--- config.mk ---
export PLATFORM = sky130hd
export DESIGN_NAME = dds_tuning_word_serial_loader_core
export DESIGN_NICKNAME = d
export VERILOG_FILES = /design/src/rtl/dtwl_pkg.sv /design/src/rtl/dtwl_front.sv /design/src/rtl/dtwl_queue.sv /design/src/rtl/dtwl_back.sv /design/src/rtl/dds_tuning_word_serial_loader_core.sv
export SDC_FILE = /design/constraint.sdc
export NUM_CORES = 2
export LEC_CHECK = 0
export ABC_AREA = 1
export BUFFER_PORTS_ARGS = -buffer_cell sky130_fd_sc_hd__buf_2
export CORE_MARGIN = 2
export CORE_UTILIZATION = 35
export CTS_BUF_LIST = sky130_fd_sc_hd__clkbuf_8
export DETAILED_ROUTE_END_ITERATION = 12
export MAX_ROUTING_LAYER = met4
export PLACE_DENSITY = 0.48
export SETUP_SLACK_MARGIN = 0.02
export SYNTH_ARGS = -nofsm -noshare
export SYNTH_HDL_FRONTEND = slang
export SYNTH_SLANG_ARGS = --single-unit
--- constraint.sdc ---
create_clock -name clk_i -period 6.5 [get_ports clk_i]
set_input_delay 1.3 -clock clk_i [delete_from_list [all_inputs] [get_ports clk_i]]
set_output_delay 1.3 -clock clk_i [all_outputs]
set_load 0.01 [all_outputs]
--- src/rtl/dtwl_pkg.sv ---
// Types and constants shared by the tuning word loader modules.
package dtwl_pkg;

  typedef enum logic {
    OP_LOAD  = 1'b0,
    OP_RESET = 1'b1
  } op_e;

  localparam int unsigned WordW = 32;
  localparam int unsigned FreqW = 27;
  localparam int unsigned ProdW = 54;
  localparam int unsigned CntW  = 6;

  localparam logic [FreqW-1:0] SYS_CLOCK_HZ = 27'd125000000;

  // The reciprocal is ceil(2^74 / 5^9); for a frequency below the system clock the product
  // shifted down by 48 bits is exactly floor(frequency * 2^32 / 125 MHz).
  localparam logic [ProdW-1:0] FTW_RECIP    = 54'd9671406556917034;
  localparam logic [FreqW-1:0] FTW_RECIP_HI = FTW_RECIP[ProdW-1:FreqW];
  localparam logic [FreqW-1:0] FTW_RECIP_LO = FTW_RECIP[FreqW-1:0];
  localparam int unsigned      SumLsb       = 21;

  localparam logic [CntW-1:0] SERIAL_BITS     = 6'd40;
  localparam logic [CntW-1:0] RST_STEP_PULSE  = 6'd0;
  localparam logic [CntW-1:0] RST_STEP_WCLK   = 6'd1;
  localparam logic [CntW-1:0] RST_STEP_UPDATE = 6'd2;

  typedef struct packed {
    op_e              op;
    logic [WordW-1:0] tword;
  } entry_t;

endpackage

--- src/rtl/dtwl_front.sv ---
// Front end: accepts commands and computes the tuning word by reciprocal multiplication.
module dtwl_front (
  input  logic              clk_i,
  input  logic              rst_ni,
  input  logic              in_valid_i,
  output logic              in_ready_o,
  input  logic              opcode_i,
  input  logic [31:0]       frequency_hz_i,
  output logic              ent_valid_o,
  input  logic              ent_ready_i,
  output dtwl_pkg::entry_t  ent_o
);

  typedef enum logic [1:0] {
    ST_IDLE,
    ST_MUL,
    ST_ADD,
    ST_HOLD
  } state_e;

  state_e                          state_q, state_d;
  logic [dtwl_pkg::FreqW-1:0]      freq_q, freq_d;
  logic [dtwl_pkg::ProdW-1:0]      prod_hi_q, prod_hi_d;
  logic [dtwl_pkg::ProdW-1:0]      prod_lo_q, prod_lo_d;
  logic [dtwl_pkg::WordW-1:0]      quo_q, quo_d;
  dtwl_pkg::op_e                   op_q, op_d;
  logic [dtwl_pkg::ProdW:0]        sum;

  assign in_ready_o  = (state_q == ST_IDLE);
  assign ent_valid_o = (state_q == ST_HOLD);
  assign ent_o.op    = op_q;
  assign ent_o.tword = quo_q;

  // The high partial product already carries a weight of 2^27.
  assign sum = {1'b0, prod_hi_q} +
               {{(dtwl_pkg::FreqW+1){1'b0}}, prod_lo_q[dtwl_pkg::ProdW-1:dtwl_pkg::FreqW]};

  always_comb begin
    state_d   = state_q;
    freq_d    = freq_q;
    prod_hi_d = prod_hi_q;
    prod_lo_d = prod_lo_q;
    quo_d     = quo_q;
    op_d      = op_q;
    case (state_q)
      ST_IDLE: begin
        if (in_valid_i) begin
          op_d = dtwl_pkg::op_e'(opcode_i);
          if (opcode_i == dtwl_pkg::OP_RESET) begin
            quo_d   = '0;
            state_d = ST_HOLD;
          end else if (frequency_hz_i >= {5'd0, dtwl_pkg::SYS_CLOCK_HZ}) begin
            quo_d   = '1;
            state_d = ST_HOLD;
          end else begin
            freq_d  = frequency_hz_i[dtwl_pkg::FreqW-1:0];
            state_d = ST_MUL;
          end
        end
      end
      ST_MUL: begin
        prod_hi_d = {{dtwl_pkg::FreqW{1'b0}}, freq_q} *
                    {{dtwl_pkg::FreqW{1'b0}}, dtwl_pkg::FTW_RECIP_HI};
        prod_lo_d = {{dtwl_pkg::FreqW{1'b0}}, freq_q} *
                    {{dtwl_pkg::FreqW{1'b0}}, dtwl_pkg::FTW_RECIP_LO};
        state_d   = ST_ADD;
      end
      ST_ADD: begin
        quo_d   = sum[dtwl_pkg::SumLsb+dtwl_pkg::WordW-1:dtwl_pkg::SumLsb];
        state_d = ST_HOLD;
      end
      ST_HOLD: begin
        if (ent_ready_i) begin
          state_d = ST_IDLE;
        end
      end
      default: begin
        state_d = ST_IDLE;
      end
    endcase
  end

  always_ff @(posedge clk_i or negedge rst_ni) begin
    if (!rst_ni) begin
      state_q <= ST_IDLE;
      op_q    <= dtwl_pkg::OP_LOAD;
    end else begin
      state_q <= state_d;
      op_q    <= op_d;
    end
  end

  always_ff @(posedge clk_i) begin
    freq_q    <= freq_d;
    prod_hi_q <= prod_hi_d;
    prod_lo_q <= prod_lo_d;
    quo_q     <= quo_d;
  end

endmodule

--- src/rtl/dtwl_queue.sv ---
// Two-entry queue between the front end and the serialiser.
module dtwl_queue (
  input  logic              clk_i,
  input  logic              rst_ni,
  input  logic              push_valid_i,
  output logic              push_ready_o,
  input  dtwl_pkg::entry_t  push_data_i,
  output logic              pop_valid_o,
  input  logic              pop_ready_i,
  output dtwl_pkg::entry_t  pop_data_o
);

  dtwl_pkg::entry_t mem_q [2];
  logic             wr_ptr_q;
  logic             rd_ptr_q;
  logic [1:0]       cnt_q;
  logic             push;
  logic             pop;

  assign push_ready_o = (cnt_q != 2'd2);
  assign pop_valid_o  = (cnt_q != 2'd0);
  assign pop_data_o   = mem_q[rd_ptr_q];
  assign push         = push_valid_i && push_ready_o;
  assign pop          = pop_valid_o && pop_ready_i;

  always_ff @(posedge clk_i or negedge rst_ni) begin
    if (!rst_ni) begin
      wr_ptr_q <= 1'b0;
      rd_ptr_q <= 1'b0;
      cnt_q    <= '0;
    end else begin
      if (push) begin
        wr_ptr_q <= ~wr_ptr_q;
      end
      if (pop) begin
        rd_ptr_q <= ~rd_ptr_q;
      end
      if (push && !pop) begin
        cnt_q <= cnt_q + 2'd1;
      end else if (pop && !push) begin
        cnt_q <= cnt_q - 2'd1;
      end
    end
  end

  always_ff @(posedge clk_i) begin
    if (push) begin
      mem_q[wr_ptr_q] <= push_data_i;
    end
  end

endmodule

--- src/rtl/dtwl_back.sv ---
// Back end: turns queued commands into pin event words through an output register.
module dtwl_back (
  input  logic              clk_i,
  input  logic              rst_ni,
  input  logic              ent_valid_i,
  output logic              ent_ready_o,
  input  dtwl_pkg::entry_t  ent_i,
  output logic              out_valid_o,
  input  logic              out_ready_i,
  output logic              data_bit_o,
  output logic              word_clock_pulse_o,
  output logic              update_pulse_o,
  output logic              reset_pulse_o,
  output logic              last_o
);

  logic                        active_q, active_d;
  dtwl_pkg::op_e               op_q, op_d;
  logic [dtwl_pkg::WordW-1:0]  shift_q, shift_d;
  logic [dtwl_pkg::CntW-1:0]   cnt_q, cnt_d;
  logic                        valid_q, valid_d;
  logic                        data_q, data_d;
  logic                        wclk_q, wclk_d;
  logic                        upd_q, upd_d;
  logic                        rst_q, rst_d;
  logic                        last_q, last_d;
  logic                        adv;
  logic                        fin;
  logic                        pop;

  assign adv = !valid_q || out_ready_i;
  assign fin = active_q &&
               (((op_q == dtwl_pkg::OP_LOAD) && (cnt_q == dtwl_pkg::SERIAL_BITS)) ||
                ((op_q == dtwl_pkg::OP_RESET) && (cnt_q == dtwl_pkg::RST_STEP_UPDATE)));
  assign pop = ent_valid_i && (!active_q || (adv && fin));
  assign ent_ready_o = !active_q || (adv && fin);

  always_comb begin
    active_d = active_q;
    op_d     = op_q;
    shift_d  = shift_q;
    cnt_d    = cnt_q;
    valid_d  = valid_q;
    data_d   = data_q;
    wclk_d   = wclk_q;
    upd_d    = upd_q;
    rst_d    = rst_q;
    last_d   = last_q;
    if (adv) begin
      valid_d = active_q;
      data_d  = 1'b0;
      wclk_d  = 1'b0;
      upd_d   = 1'b0;
      rst_d   = 1'b0;
      last_d  = 1'b0;
      if (active_q) begin
        cnt_d = cnt_q + 6'd1;
        case (op_q)
          dtwl_pkg::OP_LOAD: begin
            if (cnt_q == dtwl_pkg::SERIAL_BITS) begin
              upd_d  = 1'b1;
              last_d = 1'b1;
            end else begin
              data_d  = shift_q[0];
              wclk_d  = 1'b1;
              shift_d = shift_q >> 1;
            end
          end
          dtwl_pkg::OP_RESET: begin
            case (cnt_q)
              dtwl_pkg::RST_STEP_PULSE: rst_d  = 1'b1;
              dtwl_pkg::RST_STEP_WCLK:  wclk_d = 1'b1;
              default: begin
                upd_d  = 1'b1;
                last_d = 1'b1;
              end
            endcase
          end
          default: begin
            upd_d  = 1'b1;
            last_d = 1'b1;
          end
        endcase
        if (fin) begin
          active_d = 1'b0;
        end
      end
    end
    if (pop) begin
      active_d = 1'b1;
      op_d     = ent_i.op;
      shift_d  = ent_i.tword;
      cnt_d    = '0;
    end
  end

  always_ff @(posedge clk_i or negedge rst_ni) begin
    if (!rst_ni) begin
      active_q <= 1'b0;
      valid_q  <= 1'b0;
      op_q     <= dtwl_pkg::OP_LOAD;
      cnt_q    <= '0;
    end else begin
      active_q <= active_d;
      valid_q  <= valid_d;
      op_q     <= op_d;
      cnt_q    <= cnt_d;
    end
  end

  always_ff @(posedge clk_i) begin
    shift_q <= shift_d;
    data_q  <= data_d;
    wclk_q  <= wclk_d;
    upd_q   <= upd_d;
    rst_q   <= rst_d;
    last_q  <= last_d;
  end

  assign out_valid_o        = valid_q;
  assign data_bit_o         = data_q;
  assign word_clock_pulse_o = wclk_q;
  assign update_pulse_o     = upd_q;
  assign reset_pulse_o      = rst_q;
  assign last_o             = last_q;

endmodule

--- src/rtl/dds_tuning_word_serial_loader_core.sv ---
// Top level of the serial tuning word loader for a 40-bit DDS control register.
//
//   Port group   Direction  Handshake              Word
//   in           input      in_valid_i/in_ready_o   opcode_i, frequency_hz_i
//   out          output     out_valid_o/out_ready_i data_bit_o, word_clock_pulse_o,
//                                                  update_pulse_o, reset_pulse_o, last_o
//
// A load command gives 41 output words and a reset command gives 3, one word per cycle
// while out_ready_i is high. A load below the system clock steps the front end through
// taking the word, two 27 by 27 bit partial products, adding them and handing over.
// A reset command or a saturating load goes from taking the word straight to the hand-over.
// The front end overlaps with the serial output of the previous command, and the back end
// starts each command straight after the last word of the one before.
// A two-entry queue lets either side stall without holding up the other until it is full or empty.
// Reset is asynchronous and active low; it empties the queue and clears the output.
module dds_tuning_word_serial_loader_core (
  input  logic        clk_i,
  input  logic        rst_ni,
  input  logic        in_valid_i,
  output logic        in_ready_o,
  input  logic        opcode_i,
  input  logic [31:0] frequency_hz_i,
  output logic        out_valid_o,
  input  logic        out_ready_i,
  output logic        data_bit_o,
  output logic        word_clock_pulse_o,
  output logic        update_pulse_o,
  output logic        reset_pulse_o,
  output logic        last_o
);

  logic             fr_valid;
  logic             fr_ready;
  dtwl_pkg::entry_t fr_ent;
  logic             bk_valid;
  logic             bk_ready;
  dtwl_pkg::entry_t bk_ent;

  dtwl_front u_front (
    .clk_i          (clk_i),
    .rst_ni         (rst_ni),
    .in_valid_i     (in_valid_i),
    .in_ready_o     (in_ready_o),
    .opcode_i       (opcode_i),
    .frequency_hz_i (frequency_hz_i),
    .ent_valid_o    (fr_valid),
    .ent_ready_i    (fr_ready),
    .ent_o          (fr_ent)
  );

  dtwl_queue u_queue (
    .clk_i        (clk_i),
    .rst_ni       (rst_ni),
    .push_valid_i (fr_valid),
    .push_ready_o (fr_ready),
    .push_data_i  (fr_ent),
    .pop_valid_o  (bk_valid),
    .pop_ready_i  (bk_ready),
    .pop_data_o   (bk_ent)
  );

  dtwl_back u_back (
    .clk_i              (clk_i),
    .rst_ni             (rst_ni),
    .ent_valid_i        (bk_valid),
    .ent_ready_o        (bk_ready),
    .ent_i              (bk_ent),
    .out_valid_o        (out_valid_o),
    .out_ready_i        (out_ready_i),
    .data_bit_o         (data_bit_o),
    .word_clock_pulse_o (word_clock_pulse_o),
    .update_pulse_o     (update_pulse_o),
    .reset_pulse_o      (reset_pulse_o),
    .last_o             (last_o)
  );

endmodule

==> results_dict.tcl <==
set metrics [dict create \
    status "completed" \
    syn-num-nets 5074 \
    clk_path_buf_depth 3 \
    crit_chain "buf_4 > fa_1 > inv_1 > fa_1 > inv_1 > ha_1 > fa_1 > fa_1 > fa_1 > inv_1 > fa_1 > inv_1 > ha_1 > nand2_1 > o21ai_1 > a21oi_1 > o21bai_1 > inv_1 > nand2_1 > xor2_1" \
    synth-main-ff-cell "edfxtp_1" \
    drv_cap 0 \
    internal_power_w 0.004440 \
    die-area_um2 103600 \
    max_slew_margin_pct 26.01 \
    mappedNetlistArea_um2 35350 \
    mostFrequentLayoutCells "inv_1 (1042), nand2_1 (817), ha_1 (549)" \
    crit_path_top_delay_cell "fa_1" \
    core_area_um2 100100 \
    postRouteAntennaNets 0 \
    routed_wl_um 112300 \
    power_density_nw_per_um2 200.4 \
    synth-edff-count 235 \
    wl_per_cell_um 20.25 \
    layout_setup_ws_ns 0.2067 \
    dp_hpwl_um 97760 \
    p_leak_nw 20.19 \
    seqPwrFrac_pct 36.2 \
    fin_cells 5546 \
    place_inst 5441 \
    finalHoldViolCount 0 \
    grt_overflow_total 0 \
    switchingPower_w 0.003350 \
    critPathKind "flip-flop to flip-flop" \
    layout.nets 5243 \
    cp_max_fo 11 \
    ys_ff_latch 251 \
    synthCells 4039 \
    clkTransAtPathRegs_ns 0.06 \
    numCtsBuffers 50 \
    cts_tree "built" \
    place_ws_ns 0.05183 \
    synth_area_per_cell_um2 8.752 \
    critPathRequiredTime_ns 6.97 \
    dr.first_iter.drc_count 1442 \
    portBuffers 43 \
    clkPwrFrac_pct 20.9 \
    pin_count 44 \
    grt_pass1_vias 27760 \
    endpoint_kind "flip-flop" \
    gp_congestion 0.9954 \
    synthArstFlopShare_pct 6.375 \
    via_per_inst 4.740 \
    drc 0 \
    power_w 0.007790 \
    final_max_slew_viol_count 0 \
    clk_latency_ns 0.73 \
    synth_seq_area_share_pct 21.10 \
    critPathMaxStageDelay_ns 0.60 \
    htreeDepth 2 \
    synth_cell_type_count 42 \
    grt_max_degree 66 \
    n_fill_cell 10420 \
    ir_drop_uv 198.9 \
    rsz0062_at_grt "false" \
    yosysWarnings 0 \
    fp.dieW_um 321.8 \
    final_common_cell "inv_1" \
    max_freq_mhz 158.9 \
    power_frac_comb_pct 42.9 \
    area_delta_synth_final_pct 9.975 \
    antenna_found_initial 3 \
    clkSinkCount 251 \
    timing.final.crit_period_ns 6.293 \
    synth_top_area_cell "fa_1" \
    firstDrtPassIters 5 \
    cts-root-buf "clkbuf_8" \
    yosysTopAreaCellShare_pct 25.37 \
    setup_violations 0 \
    rows 116 \
    hp-class "flip-flop to flip-flop" \
    initial_core_util_pct 35.30 \
    grt_usage_pct 22.79 \
    startpoint_type "flip-flop" \
    fin_crit_sh_pct 96.82 \
    worstPathArrival_ns 6.77 \
    fin_tns_setup_ns 0 \
    grt_pass1_wl_um 170800 \
    die_h_um 321.8 \
    vias 26290 \
    tightest_slew_ns 1.110 \
    ys_top_cells_by_area "fa_1 (25%), edfxtp_1 (20%), ha_1 (19%)" \
    path_common_cell "fa_1" \
    hold_slack_ns 0.4319 \
    drive_gt1_share_pct 6.357 \
    switching_share_pct 43.00 \
    skew_ns 0.09086 \
]
-- critical path, delay by kind of cell, from the launching register on --
family	cells	cell delay, ns
fa+ha+maj	8	3.71
compound gates	3	0.71
buf+inv	6	0.60
flops	1	0.51
xor+xnor	1	0.26
simple gates	2	0.23
-- cell families after synthesis --
group           count (synthesis)  share of synthesized area [%]
xor+xnor                       59                          1.462
simple gates                 1358                          15.88
fa+ha+maj                     998                          44.84
compound gates                323                          5.373
buf+inv                      1049                          11.32
flops                         251                          21.10
mux                             1                        0.02832
-- worst paths after layout --
check,from,endpoint,slack [ns],cells past startpoint
worst max-delay path,u_front.freq_q[14],u_front.prod_hi_q[34],0.21,20
worst min-delay path,u_front.quo_q[19],u_queue.mem_q[1][19],0.43,0
worst max register to register,u_front.freq_q[14],u_front.prod_hi_q[34],0.21,20
worst min register to register,u_front.quo_q[19],u_queue.mem_q[1][19],0.43,0
max in group asynchronous,rst_ni,u_back.cnt_q[0],5.65,1
min in group asynchronous,rst_ni,u_back.out_valid_o,0.57,1
-- stage by stage --
stage               cell area, um^2  util [%]
floorplan                     35350         -
global placement              37770     37.72
detailed placement            37770     37.72
CTS                           38780     38.73
global route                  38870     38.82
finish                        38870     38.82
-- what timing repair did --
item                       CTS  global route
hold endpoints to repair     0             0
setup endpoints to repair    3            28
setup buffers                4             9
gates resized for setup      0             5
hold buffers                 0             0
-- synthesized netlist by cell type (2+ instances only) --
master    number
a21boi_0       6
a21o_1         8
a21oi_1      148
a31oi_1        3
and2_1         6
buf_1          3
buf_12         2
buf_2          7
clkbuf_1       7
dfrtp_1       16
edfxtp_1     235
fa_1         448
ha_1         550
inv_1       1026
nand2_1      817
nand2_2        3
nand3_1      139
nand3_2        3
nand3b_1       7
nand4_1       45
nor2_1       266
nor3_1        29
nor3b_1        2
nor4_1         5
o211ai_1      21
o211ai_2      15
o21a_1        14
o21ai_0       89
o21bai_1      15
o22ai_1        3
or2_2         33
xnor2_1       22
xor2_1        37
-- per-layer routing --
metal | share of wire [%] | global-route usage (%) | up-vias
met2 | 49 | 38.62 | 462
met1 | 45 | 29.33 | 12750
met3 | 3.6 | 2.295 | 135
met5 | 0 | - | -
met4 | 2.3 | 5.421 | 0
li1 | - | - | 12940
-- area by class of cell --
type                    instances  area, um^2  share of cell area [%]
diodes                          1       2.502                0.006437
clock buffers                  50       688.2                   1.770
clock inverters                41       291.5                  0.7499
inverters                    1027        3855                   9.917
multi-input cells            2739       23930                   61.56
flip-flops and latches        251        7457                   19.18
well taps                    1298        1624                   4.178
repair buffers                139        1023                   2.633
-- power by group through the flow --
stage | logic [W] | clock network (W) | registers (W)
after floorplan | 0.00226 | 0 | 0.00273
after global placement | 0.00334 | 0 | 0.00285
after detailed placement | 0.00334 | 0 | 0.00286
after CTS | 0.00336 | 0.00171 | 0.00283
after global routing | 0.00377 | 0.00177 | 0.00288
final | 0.00334 | 0.00163 | 0.00282
-- flip-flops by register name (all words and copies together), names as in the netlist, 2 cells and up --
name / cells
u_back.cnt_q: 6
u_back.shift_q: 32
u_front.freq_q: 27
u_front.prod_hi_q: 52
u_front.prod_lo_q: 22
u_front.quo_q: 32
u_front.state_q: 2
u_queue.cnt_q: 2
u_queue.mem_q: 66
Power figures use the tool's default switching activity.
